## config.mk

```make
export PLATFORM = sky130hd
export DESIGN_NAME = kmp_pattern_matcher
export DESIGN_NICKNAME = d
export VERILOG_FILES = /design/src/sv/kmp_pkg.sv /design/src/sv/kmp_pattern_matcher.sv
export SDC_FILE = /design/constraint.sdc
export NUM_CORES = 1
export LEC_CHECK = 0
export ABC_AREA = 1
export BUFFER_PORTS_ARGS = -buffer_cell sky130_fd_sc_hd__clkbuf_2
export CAP_MARGIN = 15
export CORE_ASPECT_RATIO = 2
export CORE_MARGIN = 3
export CORE_UTILIZATION = 67
export CTS_CLUSTER_DIAMETER = 120
export CTS_CLUSTER_SIZE = 10
export DETAILED_ROUTE_END_ITERATION = 10
export GPL_ROUTABILITY_DRIVEN = 0
export GPL_TIMING_DRIVEN = 0
export PLACE_DENSITY = 0.89
export SYNTH_ARGS = -nofsm -noshare
export SYNTH_HDL_FRONTEND = slang
export SYNTH_SLANG_ARGS = --single-unit
export TNS_END_PERCENT = 100
```

## constraint.sdc

```tcl
create_clock -name clk -period 7.7 [get_ports clk]
set_clock_uncertainty 0.2 [all_clocks]
set_input_delay 0.77 -clock clk [delete_from_list [all_inputs] [get_ports clk]]
set_output_delay 0.77 -clock clk [all_outputs]
set_load 0.1 [all_outputs]
```

## src/sv/kmp_pkg.sv

```systemverilog
// Shared constants and register codes for the streaming KMP pattern matcher.
package kmp_pkg;

    // Pattern bytes held by the two 64-bit pattern registers
    localparam int unsigned PAT_BYTES     = 16;
    localparam int unsigned CFG_DATA_BITS = 64;
    localparam int unsigned LEN_BITS      = 5;
    localparam int unsigned SKIP_BITS     = 20;
    localparam int unsigned START_BITS    = 20;
    localparam int unsigned BYTE_BITS     = 8;

    // Configuration register indexes
    typedef enum logic [1:0] {
        CFG_PATTERN_LOW    = 2'd0,
        CFG_PATTERN_HIGH   = 2'd1,
        CFG_PATTERN_LENGTH = 2'd2,
        CFG_SKIP_COUNT     = 2'd3
    } cfg_index_t;

endpackage

```

## src/sv/kmp_pattern_matcher.sv

```systemverilog
// Streaming KMP matcher: failure table in a synchronous RAM, build and match sequencer.
//
//   channel | direction | handshake            | payload
//   --------+-----------+----------------------+------------------------------------
//   in      | sink      | in_valid / in_stall  | text_byte, first_byte, last_byte
//   out     | source    | out_valid / out_stall| found, match_start, not_found
//   cfg     | sink      | cfg_valid / cfg_ready| cfg_index, cfg_data
//
// A request is taken in ST_IDLE and compared in ST_MATCH_CMP; each failure link
// followed for that byte is one read of the failure RAM through its registered port.
// After reset and after every configuration write the failure table is rebuilt for
// the clamped pattern length with in_stall high, one RAM read per link followed.
// A finished result sits in the output register while the next request is taken;
// a request only waits at its final step if that register is still stalled.
module kmp_pattern_matcher
    import kmp_pkg::*;
#(
    parameter int unsigned MAX_PATTERN   = 16,
    parameter int unsigned POSITION_BITS = 20
)
(
    input  logic                     clk,
    input  logic                     rst_n,
    // text requests
    input  logic                     in_valid,
    output logic                     in_stall,
    input  logic [BYTE_BITS-1:0]     text_byte,
    input  logic                     first_byte,
    input  logic                     last_byte,
    // results
    output logic                     out_valid,
    input  logic                     out_stall,
    output logic                     found,
    output logic [START_BITS-1:0]    match_start,
    output logic                     not_found,
    // configuration writes
    input  logic                     cfg_valid,
    output logic                     cfg_ready,
    input  cfg_index_t               cfg_index,
    input  logic [CFG_DATA_BITS-1:0] cfg_data
);

    localparam int unsigned LEN_W = $clog2(MAX_PATTERN + 1);
    localparam int unsigned IDX_W = (MAX_PATTERN > 1) ? $clog2(MAX_PATTERN) : 1;
    localparam int unsigned EXT_W = (POSITION_BITS > START_BITS) ? POSITION_BITS
                                                                 : START_BITS;

    typedef enum logic [2:0] {
        ST_BUILD_INIT,
        ST_BUILD_CMP,
        ST_BUILD_WAIT,
        ST_IDLE,
        ST_MATCH_CMP,
        ST_MATCH_WAIT
    } state_t;

    // configuration registers
    logic [CFG_DATA_BITS-1:0] pat_low_reg, pat_low_next;
    logic [CFG_DATA_BITS-1:0] pat_high_reg, pat_high_next;
    logic [LEN_BITS-1:0]      length_reg, length_next;
    logic [SKIP_BITS-1:0]     skip_reg, skip_next;

    // control and search state
    state_t                   state_reg, state_next;
    logic [LEN_W-1:0]         matched_reg, matched_next;
    logic [POSITION_BITS-1:0] pos_reg, pos_next;
    logic                     done_reg, done_next;
    logic [LEN_W-1:0]         j_reg, j_next;
    logic [IDX_W-1:0]         bi_reg, bi_next;
    logic [IDX_W-1:0]         bk_reg, bk_next;

    // current request payload
    logic [BYTE_BITS-1:0]     c_reg, c_next;
    logic                     last_reg, last_next;

    // result register
    logic                     out_valid_reg, out_valid_next;
    logic                     found_reg, found_next;
    logic [START_BITS-1:0]    start_reg, start_next;
    logic                     not_found_reg, not_found_next;

    // failure table RAM
    logic [IDX_W-1:0]         fail_mem [MAX_PATTERN];
    logic                     mem_we;
    logic [IDX_W-1:0]         mem_waddr;
    logic [IDX_W-1:0]         mem_wdata;
    logic                     mem_re;
    logic [IDX_W-1:0]         mem_raddr;
    logic [IDX_W-1:0]         mem_rdata_reg;

    // derived values
    logic [2*CFG_DATA_BITS-1:0] pat_all;
    logic [BYTE_BITS-1:0]     pat_arr [MAX_PATTERN];
    logic [LEN_W-1:0]         n_eff;
    logic [EXT_W-1:0]         pos_ext;
    logic                     pos_ge_skip;
    logic [POSITION_BITS-1:0] pos_inc;
    logic                     slot_free;
    logic [LEN_W-1:0]         j_m1;
    logic [LEN_W-1:0]         bk_m1;
    logic [LEN_W-1:0]         j_adv;
    logic [IDX_W-1:0]         bk_adv;
    logic                     j_hit;
    logic                     bk_hit;

    assign pat_all = {pat_high_reg, pat_low_reg};

    // unpack pattern bytes; bytes past the register pair read as zero
    for (genvar gi = 0; gi < MAX_PATTERN; gi++) begin : g_pat
        if (gi < PAT_BYTES) begin : g_used
            assign pat_arr[gi] = pat_all[gi*BYTE_BITS +: BYTE_BITS];
        end
        else begin : g_zero
            assign pat_arr[gi] = '0;
        end
    end

    // clamp the pattern length into 1..MAX_PATTERN
    always_comb
    begin
        if (length_reg == '0)
            n_eff = LEN_W'(1);
        else if (32'(length_reg) > MAX_PATTERN)
            n_eff = LEN_W'(MAX_PATTERN);
        else
            n_eff = LEN_W'(length_reg);
    end

    assign pos_ext     = EXT_W'(pos_reg);
    assign pos_ge_skip = pos_ext >= EXT_W'(skip_reg);
    assign pos_inc     = (pos_reg == '1) ? pos_reg : pos_reg + 1'b1;
    assign slot_free   = !out_valid_reg || !out_stall;

    assign j_m1   = j_reg - 1'b1;
    assign bk_m1  = LEN_W'(bk_reg) - 1'b1;
    assign j_hit  = pat_arr[j_reg[IDX_W-1:0]] == c_reg;
    assign bk_hit = pat_arr[bk_reg] == pat_arr[bi_reg];
    assign j_adv  = j_reg + LEN_W'(j_hit);
    assign bk_adv = bk_reg + IDX_W'(bk_hit);

    assign in_stall    = (state_reg != ST_IDLE) || cfg_valid;
    assign cfg_ready   = 1'b1;
    assign out_valid   = out_valid_reg;
    assign found       = found_reg;
    assign match_start = start_reg;
    assign not_found   = not_found_reg;

    // sequencer: failure table build and per-byte match
    always_comb
    begin
        pat_low_next   = pat_low_reg;
        pat_high_next  = pat_high_reg;
        length_next    = length_reg;
        skip_next      = skip_reg;
        state_next     = state_reg;
        matched_next   = matched_reg;
        pos_next       = pos_reg;
        done_next      = done_reg;
        j_next         = j_reg;
        bi_next        = bi_reg;
        bk_next        = bk_reg;
        c_next         = c_reg;
        last_next      = last_reg;
        out_valid_next = out_valid_reg;
        found_next     = found_reg;
        start_next     = start_reg;
        not_found_next = not_found_reg;
        mem_we         = 1'b0;
        mem_waddr      = '0;
        mem_wdata      = '0;
        mem_re         = 1'b0;
        mem_raddr      = '0;

        // drop a result once taken
        if (out_valid_reg && !out_stall)
            out_valid_next = 1'b0;

        if (cfg_valid) begin
            // store the register and restart the table build
            unique case (cfg_index)
                CFG_PATTERN_LOW:    pat_low_next  = cfg_data;
                CFG_PATTERN_HIGH:   pat_high_next = cfg_data;
                CFG_PATTERN_LENGTH: length_next   = cfg_data[LEN_BITS-1:0];
                CFG_SKIP_COUNT:     skip_next     = cfg_data[SKIP_BITS-1:0];
            endcase
            state_next = ST_BUILD_INIT;
        end
        else begin
            unique case (state_reg)
                ST_BUILD_INIT:
                begin
                    mem_we    = 1'b1;
                    mem_waddr = '0;
                    mem_wdata = '0;
                    if (n_eff == LEN_W'(1))
                        state_next = ST_IDLE;
                    else begin
                        bi_next    = IDX_W'(1);
                        bk_next    = '0;
                        state_next = ST_BUILD_CMP;
                    end
                end
                ST_BUILD_CMP:
                begin
                    if (bk_reg != '0 && !bk_hit) begin
                        // follow the failure link of the prefix
                        mem_re     = 1'b1;
                        mem_raddr  = bk_m1[IDX_W-1:0];
                        state_next = ST_BUILD_WAIT;
                    end
                    else begin
                        mem_we    = 1'b1;
                        mem_waddr = bi_reg;
                        mem_wdata = bk_adv;
                        bk_next   = bk_adv;
                        if (LEN_W'(bi_reg) == n_eff - 1'b1)
                            state_next = ST_IDLE;
                        else
                            bi_next = bi_reg + 1'b1;
                    end
                end
                ST_BUILD_WAIT:
                begin
                    bk_next    = mem_rdata_reg;
                    state_next = ST_BUILD_CMP;
                end
                ST_IDLE:
                begin
                    if (in_valid) begin
                        c_next    = text_byte;
                        last_next = last_byte;
                        if (first_byte) begin
                            matched_next = '0;
                            pos_next     = '0;
                            done_next    = 1'b0;
                            j_next       = '0;
                        end
                        else if (matched_reg >= n_eff)
                            j_next = '0;
                        else
                            j_next = matched_reg;
                        state_next = ST_MATCH_CMP;
                    end
                end
                ST_MATCH_CMP:
                begin
                    if (done_reg) begin
                        // search finished: all-zero result
                        if (slot_free) begin
                            out_valid_next = 1'b1;
                            found_next     = 1'b0;
                            start_next     = '0;
                            not_found_next = 1'b0;
                            state_next     = ST_IDLE;
                        end
                    end
                    else if (!pos_ge_skip) begin
                        // byte inside the skipped region
                        if (slot_free) begin
                            out_valid_next = 1'b1;
                            found_next     = 1'b0;
                            start_next     = '0;
                            not_found_next = last_reg;
                            if (last_reg) begin
                                done_next    = 1'b1;
                                matched_next = '0;
                            end
                            pos_next   = pos_inc;
                            state_next = ST_IDLE;
                        end
                    end
                    else if (j_reg != '0 && !j_hit) begin
                        // mismatch: fetch the failure link
                        mem_re     = 1'b1;
                        mem_raddr  = j_m1[IDX_W-1:0];
                        state_next = ST_MATCH_WAIT;
                    end
                    else if (slot_free) begin
                        out_valid_next = 1'b1;
                        pos_next       = pos_inc;
                        state_next     = ST_IDLE;
                        if (j_adv >= n_eff) begin
                            found_next     = 1'b1;
                            start_next     = pos_ext[START_BITS-1:0] + 1'b1
                                             - START_BITS'(n_eff);
                            not_found_next = 1'b0;
                            matched_next   = '0;
                            done_next      = 1'b1;
                        end
                        else begin
                            found_next     = 1'b0;
                            start_next     = '0;
                            not_found_next = last_reg;
                            if (last_reg) begin
                                done_next    = 1'b1;
                                matched_next = '0;
                            end
                            else
                                matched_next = j_adv;
                        end
                    end
                end
                ST_MATCH_WAIT:
                begin
                    j_next     = LEN_W'(mem_rdata_reg);
                    state_next = ST_MATCH_CMP;
                end
                default:
                begin
                    state_next = ST_IDLE;
                end
            endcase
        end
    end

    // hold configuration, control state and the result valid flag
    always_ff @(posedge clk or negedge rst_n)
    begin
        if (!rst_n) begin
            pat_low_reg   <= '0;
            pat_high_reg  <= '0;
            length_reg    <= LEN_BITS'(1);
            skip_reg      <= '0;
            state_reg     <= ST_BUILD_INIT;
            matched_reg   <= '0;
            pos_reg       <= '0;
            done_reg      <= 1'b0;
            j_reg         <= '0;
            bi_reg        <= '0;
            bk_reg        <= '0;
            out_valid_reg <= 1'b0;
        end
        else begin
            pat_low_reg   <= pat_low_next;
            pat_high_reg  <= pat_high_next;
            length_reg    <= length_next;
            skip_reg      <= skip_next;
            state_reg     <= state_next;
            matched_reg   <= matched_next;
            pos_reg       <= pos_next;
            done_reg      <= done_next;
            j_reg         <= j_next;
            bi_reg        <= bi_next;
            bk_reg        <= bk_next;
            out_valid_reg <= out_valid_next;
        end
    end

    // payload registers
    always_ff @(posedge clk)
    begin
        c_reg         <= c_next;
        last_reg      <= last_next;
        found_reg     <= found_next;
        start_reg     <= start_next;
        not_found_reg <= not_found_next;
    end

    // failure table RAM, one write and one registered read port
    always_ff @(posedge clk)
    begin
        if (mem_we)
            fail_mem[mem_waddr] <= mem_wdata;
        if (mem_re)
            mem_rdata_reg <= fail_mem[mem_raddr];
    end

`ifndef SYNTHESIS
    a_found_excl: assert property (@(posedge clk) disable iff (!rst_n)
        out_valid |-> !(found && not_found))
        else $error("found and not_found both set");

    a_accept_to_match: assert property (@(posedge clk) disable iff (!rst_n)
        in_valid && !in_stall |=> state_reg == ST_MATCH_CMP)
        else $error("accepted request did not enter match");

    a_cfg_rebuild: assert property (@(posedge clk) disable iff (!rst_n)
        cfg_valid && cfg_ready |=> state_reg == ST_BUILD_INIT)
        else $error("config write did not restart table build");

    a_j_range: assert property (@(posedge clk) disable iff (!rst_n)
        state_reg == ST_MATCH_CMP |-> j_reg < n_eff)
        else $error("match count out of range");

    a_found_done: assert property (@(posedge clk) disable iff (!rst_n)
        $rose(out_valid_reg) && found_reg |-> done_reg)
        else $error("match reported without ending the search");
`endif

endmodule

```

==> results_dict.tcl, run 1 <==
set metrics [dict create \
    status "did not finish" \
    stop_stage "global routing (5_1_grt)" \
    first-error "[ERROR GRT-0116] Global routing finished with congestion. Check the congestion regions in the DRC Viewer." \
    syn_inst 2483 \
    cts.path.max_buffers 3 \
    hpwl_um 51900 \
    async_flop_share_pct 66.4 \
    synth_nets 2611 \
    synthFlopType "dfrtp_1" \
    grt_max_degree 117 \
    root_buffer "clkbuf_16" \
    ctsHoldBuffers 0 \
    synth_edf_count 99 \
    ys_warn_count 0 \
    cts_made_buffers 35 \
    netlist_area_mm2 0.0183 \
    cts_num_sinks 295 \
    ios 106 \
    htreeDepth 2 \
    ys_ff_latch 295 \
    placed_area_mm2 0.0194 \
    synthDistinctLibCells 49 \
    avgSynthCellArea_um2 7.39 \
    initial_utilization_pct 68.2 \
    first_global_vias 20500 \
    grt_use_total_pct 58.1 \
    seq_area_frac_synth_pct 42.9 \
    overflow 7 \
    die_h_um 240 \
    postCtsSetupBuffers 0 \
    numPortBuffers 104 \
    grt_first_pass_wirelength_um 126000 \
    fp-row-count 85 \
    cts-resized-gates 0 \
    die_x_um 123 \
]
## metrics by stage
| step | setup slack, ns | hold slack, ns | cells |
|---|---|---|---|
| detailed placement | 2.54 | 0.276 | 2939 |
| CTS | 2.49 | 0.0846 | 2993 |
| floorplan | 3.78 | 0.253 | 2483 |
| global placement | 2.17 | 0.270 | 2935 |
## per-layer routing
| layer | global-route usage [%] | overflow |
|---|---|---|
| met1 | 56.6 | 0 |
| met2 | 77.8 | 3 |
| met3 | 40.1 | 0 |
| met4 | 55.1 | 4 |
| met5 | 16.7 | 0 |
## kinds of logic after synthesis
kind of cell	Yosys count	share of synthesized area [%]
DFF	295	42.9
other	1	0.0204
xor gates and xnor gates	44	2.10
and+or+nand+nor	1114	26.5
AOI/OAI and AO/OA	478	14.2
buffers and inverters	504	11.0
adders and majority gates	47	3.25
## Yosys cell counts, types with 2 or more instances
library cell / number / area [um^2]
a211oi_1: 3 / 22.5
a21oi_1: 112 / 561
a21oi_4: 2 / 32.5
a22oi_1: 4 / 30.0
a311oi_1: 2 / 17.5
buf_1: 5 / 18.8
buf_2: 56 / 280
buf_4: 8 / 60.1
buf_6: 4 / 45.0
clkbuf_1: 60 / 225
clkinv_1: 7 / 26.3
dfrtp_1: 195 / 4880
edfxtp_1: 99 / 2970
ha_1: 46 / 576
inv_1: 353 / 1330
inv_2: 11 / 41.3
nand2_1: 612 / 2300
nand2_2: 5 / 31.3
nand2_4: 3 / 33.8
nand3_1: 324 / 1620
nand3b_1: 15 / 113
nand4_1: 10 / 62.6
nand4_4: 2 / 42.5
nor2_1: 97 / 364
nor2_2: 4 / 25.0
nor2_4: 3 / 33.8
nor2b_1: 2 / 12.5
nor3_1: 17 / 85.1
nor3_2: 3 / 30.0
nor4_1: 2 / 12.5
o211ai_1: 41 / 308
o21a_1: 6 / 45.0
o21ai_0: 276 / 1380
o21ai_1: 16 / 80.1
o22ai_1: 2 / 12.5
o31ai_1: 11 / 82.6
or2_1: 5 / 31.3
or2_2: 7 / 43.8
xnor2_1: 6 / 52.6
xor2_1: 38 / 333
==> run 2, diff against run 1 <==
--- a/config.mk
+++ b/config.mk
@@ -8,15 +8,12 @@
 export ABC_AREA = 1
 export BUFFER_PORTS_ARGS = -buffer_cell sky130_fd_sc_hd__clkbuf_2
 export CAP_MARGIN = 15
-export CORE_ASPECT_RATIO = 2
 export CORE_MARGIN = 3
-export CORE_UTILIZATION = 67
-export CTS_CLUSTER_DIAMETER = 120
-export CTS_CLUSTER_SIZE = 10
+export CORE_UTILIZATION = 40
 export DETAILED_ROUTE_END_ITERATION = 10
 export GPL_ROUTABILITY_DRIVEN = 0
 export GPL_TIMING_DRIVEN = 0
-export PLACE_DENSITY = 0.89
+export PLACE_DENSITY_LB_ADDON = 0.15
 export SYNTH_ARGS = -nofsm -noshare
 export SYNTH_HDL_FRONTEND = slang
 export SYNTH_SLANG_ARGS = --single-unit
==> results_dict.tcl, run 2 <==
set metrics [dict create \
    fmaxAchievable_mhz 193 \
    wl_per_cell_um 21.2 \
    grt_use_total_pct 28.2 \
    initial_utilization_pct 41.0 \
    seq_area_frac_synth_pct 42.9 \
    drive_gt1_share_pct 10.8 \
    htreeDepth 2 \
    final_antenna_net_count 0 \
    synthDistinctLibCells 49 \
    setup_viol 0 \
    cts.path.max_buffers 3 \
    grt_setup_unrepaired "false" \
    postCtsSetupBuffers 0 \
    async_flop_share_pct 66.4 \
    max_cap_violations 0 \
    multiInputGateArea_mm2 0.00846 \
    synth_area_leaders "dfrtp_1 27%, edfxtp_1 16%, nand2_1 13%" \
    layout_commonest_cell "nand2_1" \
    ys_warn_count 0 \
    period_needed_ns 5.17 \
    final-max-slew-violation-count 0 \
    synth_nets 2611 \
    synth_area_leader_cell "dfrtp_1" \
    p_total_mw 7.66 \
    busiest_layer "met2" \
    crit_top_cell "nand3_1" \
    crit_fanout 11 \
    drtIter0Drc 2357 \
    cp-end-kind "register" \
    peakVddDrop_v 0.000163 \
    grtUsageMet3_pct 10.3 \
    clkTransAtPathRegs_ns 0.06 \
    use_met2_pct 40.9 \
    die_h_um 220 \
    diodes 0 \
    cts_made_buffers 35 \
    cts_tree "built" \
    fin_nets 2758 \
    placed_area_mm2 0.0197 \
    stdcell_count 3249 \
    ios 106 \
    synthToLayoutAreaGrowth_pct 14.6 \
    yosys.area.top_type_share_pct 26.6 \
    final_cell_area_mm2 0.0210 \
    r2r_end "match_start[0]$_DFFE_PP_" \
    timing.final.crit_share_pct 67.1 \
    dp_cells 3184 \
    dieArea_mm2 0.0485 \
    vias_per_cell 5.64 \
    yosysMostFrequentCell "nand2_1" \
    ys_ff_latch 295 \
    fillers 4539 \
    antenna_found_initial 1 \
    rrSetupSlack_ns 2.53 \
    setup_tns_ns 0 \
    fp-row-count 77 \
    wl_um 69000 \
    start_kind "register" \
    hold_path_class "in -> async" \
    core_mm2 0.0448 \
    cts-resized-gates 0 \
    setup_ws_ns 2.53 \
    p_leak_nw 10.2 \
    path_class "reg -> reg" \
    cts_num_sinks 295 \
    relSlewSlack_pct 13.5 \
    grt_max_degree 113 \
    syn_inst 2483 \
    crit_family "buffers and inverters" \
    final_cell_mix "612 x nand2_1, 353 x inv_1, 324 x nand3_1, 276 x o21ai_0, 195 x dfrtp_1" \
    synthFlopType "dfrtp_1" \
    required_ns 7.79 \
    numPortBuffers 104 \
    clock_latency_ns 0.57 \
    crit_buf_inv 7 \
    root_buffer "clkbuf_16" \
    holdWs_ns 0.0689 \
    synth_edf_count 99 \
    grt_first_pass_wirelength_um 103000 \
    crit_slowest_cell "buf_2" \
    register_area_mm2 0.00788 \
    pre_cts_slack_ns 2.59 \
    first_global_vias 17400 \
    grt_use_met1_pct 37.9 \
    status "finished clean" \
    utilization_pct 46.9 \
    netlist_area_mm2 0.0183 \
    tightest_slew_ns 1.29 \
    pwr_density_cell_mw_per_mm2 364 \
    rr_startpoint "j_reg[1]$_DFFE_PN0P_" \
    ctsHoldBuffers 0 \
    avgSynthCellArea_um2 7.39 \
    r2r.worst_path.cells 25 \
    finalHoldViolations 0 \
    synth_commonest_cells "612 x nand2_1, 353 x inv_1, 324 x nand3_1" \
    hpwl_um 51200 \
    vias 18300 \
    worst_ep_arrival_time_ns 5.26 \
    die_x_um 220 \
    slowest_delay_ns 0.39 \
    first_pass_iters 7 \
    drcViolationCount 0 \
    overflow 0 \
]
[run 2: cell counts after synthesis]
No cell type changed its count.
[run 2: cell type report]
class | count | share of cell area (%)
Multi-Input combinational cell | 1684 | 40.2
Sequential cell | 295 | 37.5
Inverter | 371 | 6.62
Clock buffer | 45 | 4.88
Tap cell | 592 | 3.52
Buffer | 133 | 2.99
Timing Repair Buffer | 110 | 2.92
Clock inverter | 19 | 1.35
[run 2: logic make-up after synthesis]
| family | after synthesis | synth area share [%] |
|---|---|---|
| other | 1 | 0.0204 |
| XOR/XNOR | 44 | 2.10 |
| buffers and inverters | 504 | 11.0 |
| flip-flops | 295 | 42.9 |
| AND/OR/NAND/NOR | 1114 | 26.5 |
| AO/OA/AOI/OAI | 478 | 14.2 |
| adder cells (fa/ha/maj) | 47 | 3.25 |
[run 2: worst max-delay path by stage]
| stage | start | slack, ns | to | depth (start not counted) |
|---|---|---|---|---|
| after global routing | j_reg[1]$_DFFE_PN0P_ | 2.11 | match_start[2]$_DFFE_PP_ | 28 |
| after CTS | j_reg[1]$_DFFE_PN0P_ | 2.57 | match_start[3]$_DFFE_PP_ | 25 |
| after global placement | rst_n | 1.86 | state_reg[2]$_DFFE_PN0P_ | 1 |
| final | j_reg[1]$_DFFE_PN0P_ | 2.53 | match_start[0]$_DFFE_PP_ | 25 |
| after floorplan | j_reg[0]$_DFFE_PN0P_ | 3.78 | match_start[0]$_DFFE_PP_ | 26 |
| after detailed placement | j_reg[1]$_DFFE_PN0P_ | 2.59 | match_start[3]$_DFFE_PP_ | 25 |
[run 2: worst reg2reg max path: stages, from the launching register on]
cell and delay (ns):
dfrtp_1 0.38, buf_2 0.20, inv_2 0.23, buf_2 0.39
o211ai_1 0.20, nand3_1 0.18, nand3_1 0.12, nand3_1 0.12
nand2_1 0.05, nor2_1 0.11, nand2_1 0.08, nor2_2 0.17
ha_1 0.21, ha_1 0.18, nand3_1 0.10, xor2_1 0.25
inv_1 0.08, ha_1 0.31, a21oi_1 0.15, o21a_1 0.12
nand3_1 0.12, inv_1 0.08, nor2_1 0.09, inv_1 0.25
clkbuf_1 0.37, o21ai_0 0.14
[run 2: per-layer routing]
metal  routed length, um  vias up  part of all wire [%]
met3                8790      263                    13
met2               28000     1040                    41
met1               28300     8595                    41
met4                3680        4                   5.3
met5                 148        -                  0.21
li1                    -     8408                     -
[run 2: report_power, final]
group | internal, mW | switching [mW] | total [mW]
registers | 1.84 | 0.239 | 2.08
clock network | 1.15 | 0.704 | 1.86
logic | 1.08 | 2.64 | 3.72
Note: power is estimated with default switching activity, not from simulation.
==> run 3, diff against run 2 <==
--- a/config.mk
+++ b/config.mk
@@ -5,7 +5,7 @@
 export SDC_FILE = /design/constraint.sdc
 export NUM_CORES = 1
 export LEC_CHECK = 0
-export ABC_AREA = 1
+export ABC_AREA = 0
 export BUFFER_PORTS_ARGS = -buffer_cell sky130_fd_sc_hd__clkbuf_2
 export CAP_MARGIN = 15
 export CORE_MARGIN = 3
==> constraint.sdc (replaced) <==
create_clock -name clk -period 4.81 [get_ports clk]
set_clock_uncertainty 0.2 [all_clocks]
set_input_delay 0.481 -clock clk [delete_from_list [all_inputs] [get_ports clk]]
set_output_delay 0.481 -clock clk [all_outputs]
set_load 0.1 [all_outputs]
==> results_dict.tcl, run 3 <==
set metrics [dict create \
    status "finished clean" \
    synth_area_leaders "dfrtp_1 28%, edfxtp_1 17%, mux4_2 12%" \
    hpwl_um 38600 \
    yosysMostFrequentCell "dfrtp_1" \
    wl_per_cell_um 24.0 \
    numPortBuffers 103 \
    first_pass_iters 5 \
    vias_per_cell 5.71 \
    min_from "cfg_data[49]" \
    p_total_mw 10.7 \
    crit_chain "clkbuf_1, clkbuf_1, mux4_2, xnor2_1, nand4_1, buf_4, o21a_1, a31oi_4, nor2_4, buf_6, mux2_1, o221ai_1, o22ai_1" \
    cp-end-kind "register" \
    setup_ws_ns 0.120 \
    core_mm2 0.0423 \
    dp_cells 2082 \
    stdcell_count 2207 \
    slowest_delay_ns 0.66 \
    synth_nets 1527 \
    clkTransAtPathRegs_ns 0.06 \
    drive_gt1_share_pct 31.3 \
    hold_path_class "in -> reg" \
    max_cap_violations 0 \
    crit_top_cell "clkbuf_1" \
    p_leak_nw 8.32 \
    synthDistinctLibCells 78 \
    cts_made_buffers 36 \
    rrSetupSlack_ns 0.12 \
    crit_slowest_cell "clkbuf_1" \
    clock_latency_ns 0.55 \
    setup_tns_ns 0 \
    crit_cells 13 \
    crit_buf_inv 4 \
    fin_nets 1732 \
    finalHoldViolations 0 \
    antenna_found_initial 0 \
    drtIter0Drc 943 \
    grt_max_degree 79 \
    grt_setup_unrepaired "true" \
    root_buffer "clkbuf_16" \
    fp-row-count 75 \
    min_to "pat_high_reg[49]$_DFFE_PN0P_" \
    required_ns 4.89 \
    fillers 3792 \
    first_global_vias 12700 \
    drcViolationCount 0 \
    crit_family "buffers and inverters" \
    crit_fanout 10 \
    grt_use_total_pct 23.5 \
    vias 12600 \
    dieArea_mm2 0.0457 \
    final_cell_mix "193 x dfrtp_1, 161 x mux2_2, 105 x clkbuf_2, 99 x edfxtp_1, 91 x mux4_2" \
    syn_inst 1399 \
    synthFlopType "dfrtp_1" \
    setup_viol 0 \
    yosys.area.top_type_share_pct 28.3 \
    cts.path.max_buffers 3 \
    register_area_mm2 0.00788 \
    die_h_um 214 \
    timing.final.crit_share_pct 97.5 \
    netlist_area_mm2 0.0173 \
    multiInputGateArea_mm2 0.00902 \
    worst_ep_arrival_time_ns 4.77 \
    overflow 0 \
    ios 106 \
    grt_first_pass_wirelength_um 79900 \
    relSlewSlack_pct 19.5 \
    synth_area_leader_cell "dfrtp_1" \
    path_class "reg -> reg" \
    peakVddDrop_v 0.000332 \
    final_antenna_net_count 0 \
    ys_warn_count 0 \
    initial_utilization_pct 40.8 \
    layout_commonest_cell "dfrtp_1" \
    htreeDepth 2 \
    tightest_slew_ns 1.21 \
    cts_num_sinks 295 \
    pwr_density_cell_mw_per_mm2 516 \
    start_kind "register" \
    pre_cts_slack_ns -1.07 \
    diodes 0 \
    rr_startpoint "bi_reg[2]$_DFFE_PN0P_" \
    r2r.worst_path.cells 13 \
    wl_um 53000 \
    cts_tree "built" \
    synth_edf_count 99 \
    whs_path_depth 2 \
    ys_ff_latch 295 \
    final-max-slew-violation-count 0 \
    synthToLayoutAreaGrowth_pct 20.1 \
    synth_commonest_cells "195 x dfrtp_1, 161 x mux2_2, 99 x edfxtp_1" \
    async_flop_share_pct 66.4 \
    die_x_um 214 \
    period_needed_ns 4.69 \
    avgSynthCellArea_um2 12.3 \
    fmaxAchievable_mhz 213 \
    utilization_pct 49.0 \
    seq_area_frac_synth_pct 45.6 \
    r2r_end "mem_rdata_reg[1]$_DFFE_PP_" \
]
## run 3: cell types whose count changed after synthesis, sizes merged, moves of 39 or more
cell and change:
mux4 +91, nand2 -534, o211ai -40, nor2 -39, buf -42, mux2i +69
mux2 +171, a21oi -70, nand3 -301, inv -307, o21ai -226
## run 3: area by class of cell
| class | count | share of cell area (%) |
|---|---|---|
| clock inverter | 23 | 1.22 |
| clock buffer | 41 | 4.59 |
| multi-input combinational | 966 | 43.5 |
| timing repair buffer | 170 | 5.86 |
| buffer | 78 | 2.29 |
| sequential | 295 | 38.0 |
| inverter | 57 | 1.04 |
| tap | 577 | 3.48 |
## run 3: metrics by stage
step	hold slack, ns	instance area (um^2)
6_report	0.0171	20700
5_1_grt	0.00994	20700
4_1_cts	0.00119	20500
3_5_place_dp	0.293	18600
3_3_place_gp	0.290	18500
2_1_floorplan	-0.0146	17300
## run 3: kinds of logic after synthesis
| group | after synthesis | synth area share (%) |
|---|---|---|
| mux | 331 | 27.0 |
| simple gates | 301 | 8.64 |
| flops | 295 | 45.6 |
| compound gates | 228 | 8.78 |
| buf+inv | 138 | 3.49 |
| xor+xnor | 58 | 2.94 |
| fa+ha+maj | 47 | 3.45 |
| other cells | 1 | 0.0217 |
## run 3: repair_timing
action                                  in CTS  in global routing
resized for setup                           36                 50
pin swaps                                    1                  7
endpoints found under the setup margin     122                 78
setup buffers                                1                  8
endpoints found under the hold margin      155                  0
hold buffers                                54                  0
## run 3: worst max-delay path by stage
stage	endpoint	from	slack, ns
2_1_floorplan	match_start[10]$_DFFE_PP_	j_reg[1]$_DFFE_PN0P_	0.40
3_3_place_gp	found$_DFFE_PP_	j_reg[1]$_DFFE_PN0P_	-1.04
3_5_place_dp	match_start[18]$_DFFE_PP_	j_reg[1]$_DFFE_PN0P_	-1.07
4_1_cts	match_start[5]$_DFFE_PP_	j_reg[0]$_DFFE_PN0P_	0.001
5_1_grt	mem_rdata_reg[1]$_DFFE_PP_	bi_reg[0]$_DFFE_PN0P_	-0.02
6_report	mem_rdata_reg[1]$_DFFE_PP_	bi_reg[2]$_DFFE_PN0P_	0.12
## run 3: metal layers
metal	part of all wire, %	track usage (%)	up-vias
met4	2.9	7.02	0
li1	-	-	5734
met5	0	0	-
met3	5.2	4.17	86
met1	44	32.1	6380
met2	48	38.7	394
## run 3: power breakdown
group	total (mW)	internal [mW]	switching (mW)
clock	2.81	1.69	1.11
combinational	4.55	2.15	2.41
sequential	3.34	2.95	0.387
total	10.7	6.79	3.91
## run 3: worst register-to-register path, stage by stage (launching register included)
cell and delay, ns:
dfrtp_1 0.34, clkbuf_1 0.66, clkbuf_1 0.64, mux4_2 0.42, xnor2_1 0.29, nand4_1 0.13, buf_4 0.19, o21a_1 0.22
a31oi_4 0.28, nor2_4 0.12, buf_6 0.19, mux2_1 0.33, o221ai_1 0.28, o22ai_1 0.16
==> run 4, diff against run 3 <==
--- a/config.mk
+++ b/config.mk
@@ -8,8 +8,10 @@
 export ABC_AREA = 0
 export BUFFER_PORTS_ARGS = -buffer_cell sky130_fd_sc_hd__clkbuf_2
 export CAP_MARGIN = 15
+export CELL_PAD_IN_SITES_DETAIL_PLACEMENT = 0
+export CELL_PAD_IN_SITES_GLOBAL_PLACEMENT = 1
 export CORE_MARGIN = 3
-export CORE_UTILIZATION = 40
+export CORE_UTILIZATION = 51
 export DETAILED_ROUTE_END_ITERATION = 10
 export GPL_ROUTABILITY_DRIVEN = 0
 export GPL_TIMING_DRIVEN = 0
==> results_dict.tcl, run 4 (same netlist as run 3, synthesis figures left out) <==
set metrics [dict create \
    status "finished clean" \
    r2r_end "mem_rdata_reg[2]$_DFFE_PP_" \
    stdcell_count 2037 \
    timing.final.crit_share_pct 97.7 \
    first_global_vias 12600 \
    cts_num_sinks 295 \
    ios 106 \
    wl_um 49300 \
    cts.path.max_buffers 3 \
    numPortBuffers 103 \
    hold_path_class "in -> reg" \
    root_buffer "clkbuf_16" \
    core_mm2 0.0329 \
    holdWs_ns 0.0122 \
    tightest_slew_ns 1.15 \
    overflow 0 \
    worst_ep_arrival_time_ns 4.73 \
    r2r.worst_path.cells 13 \
    required_ns 4.84 \
    start_kind "register" \
    fmaxAchievable_mhz 213 \
    min_from "cfg_data[63]" \
    vias_per_cell 6.20 \
    layout_commonest_cell "dfrtp_1" \
    finalHoldViolations 0 \
    wl_per_cell_um 24.2 \
    dr_wl_met3_um 3410 \
    final_antenna_net_count 0 \
    cts_tree "built" \
    setup_ws_ns 0.111 \
    met1_length_um 20700 \
    pwr_density_cell_mw_per_mm2 517 \
    path_class "reg -> reg" \
    dp_cells 1945 \
    peakVddDrop_v 0.000460 \
    htreeDepth 2 \
    setup_viol 0 \
    period_needed_ns 4.70 \
    p_leak_nw 8.14 \
    relSlewSlack_pct 23.1 \
    initial_utilization_pct 52.4 \
    cts_made_buffers 34 \
    cp-end-kind "register" \
    diodes 0 \
    fp-row-count 66 \
    die_h_um 190 \
    register_area_mm2 0.00788 \
    grt_use_total_pct 27.7 \
    clock_latency_ns 0.52 \
    dieArea_mm2 0.0361 \
    utilization_pct 61.0 \
    synthToLayoutAreaGrowth_pct 16.4 \
    grt_first_pass_wirelength_um 76100 \
    first_pass_iters 5 \
    vias 12600 \
    drive_gt1_share_pct 31.3 \
    antenna_found_initial 0 \
    drcViolationCount 0 \
    final_cell_mix "193 x dfrtp_1, 161 x mux2_2, 106 x clkbuf_2, 99 x edfxtp_1, 91 x mux4_2" \
    whs_path_depth 2 \
    die_x_um 190 \
    clkTransAtPathRegs_ns 0.06 \
    min_to "pat_high_reg[63]$_DFFE_PN0P_" \
    max_cap_violations 0 \
    final-max-slew-violation-count 0 \
    rrSetupSlack_ns 0.11 \
    drtIter0Drc 1053 \
    pre_cts_slack_ns -0.837 \
    rr_startpoint "bi_reg[0]$_DFFE_PN0P_" \
    p_total_mw 10.4 \
    hpwl_um 36100 \
    fin_nets 1699 \
    crit_fanout 10 \
    fillers 2655 \
    routed.top_layer "met4" \
    grt_max_degree 114 \
    multiInputGateArea_mm2 0.00899 \
    wl_met2_um 22900 \
]
==> run 4: area by class of cell <==
cell class | count | share of cell area (%)
multi-input cells | 966 | 44.7
flip-flops and latches | 295 | 39.2
clock buffers | 47 | 4.68
repair buffers | 139 | 4.43
well taps | 442 | 2.75
plain buffers | 78 | 2.20
inverters | 57 | 1.07
clock inverters | 13 | 0.897
==> run 4: report_power, final <==
group / switching, mW / internal [mW]
clock network: 1.03 / 1.59
logic: 2.36 / 2.08
registers: 0.369 / 2.95
==> run 4: per-stage QoR <==
stage	setup TNS [ns]	instance area (um^2)
final	0	20100
after global routing	-0.0617	20100
after CTS	0	19900
after detailed placement	-22.56	18400
after global placement	-184.02	18300
after floorplan	0	17300
==> run 4: worst max-delay path by stage <==
| stage | from | to | slack [ns] | cells past startpoint |
|---|---|---|---|---|
| 4_1_cts | j_reg[1]$_DFFE_PN0P_ | match_start[15]$_DFFE_PP_ | 0.01 | 20 |
| 2_1_floorplan | j_reg[1]$_DFFE_PN0P_ | match_start[10]$_DFFE_PP_ | 0.40 | 20 |
| 3_5_place_dp | j_reg[1]$_DFFE_PN0P_ | match_start[15]$_DFFE_PP_ | -0.84 | 20 |
| 6_report | bi_reg[0]$_DFFE_PN0P_ | mem_rdata_reg[2]$_DFFE_PP_ | 0.11 | 13 |
| 5_1_grt | j_reg[1]$_DFFE_PN0P_ | match_start[15]$_DFFE_PP_ | -0.02 | 21 |
| 3_3_place_gp | rst_n | pat_low_reg[40]$_DFFE_PN0P_ | -0.80 | 1 |
==> run 4: layer usage <==
layer,GRT usage [%],up-vias
met5,0,-
li1,-,5653
met2,43.7,528
met1,38.1,6320
met4,11.7,0
met3,4.90,132
==> run 4: critical path, cell delays in order, from the launching register on <==
cell and delay (ns):
dfrtp_1 0.36, buf_4 0.26, buf_6 0.26, mux4_2 0.53, mux4_2 0.48, xnor2_1 0.36
o2111ai_1 0.35, o21a_1 0.30, a31oi_4 0.24, nor2_2 0.14, buf_6 0.20, mux2_1 0.33
o221ai_1 0.25, o22ai_1 0.15
==> run 4: timing repair <==
item | 4_1_cts | 5_1_grt
setup endpoints to repair | 99 | 155
gates resized for setup | 29 | 43
setup buffers | 0 | 6
hold buffers | 28 | 0
endpoints found under the hold margin | 119 | 0
pin swaps | 0 | 5
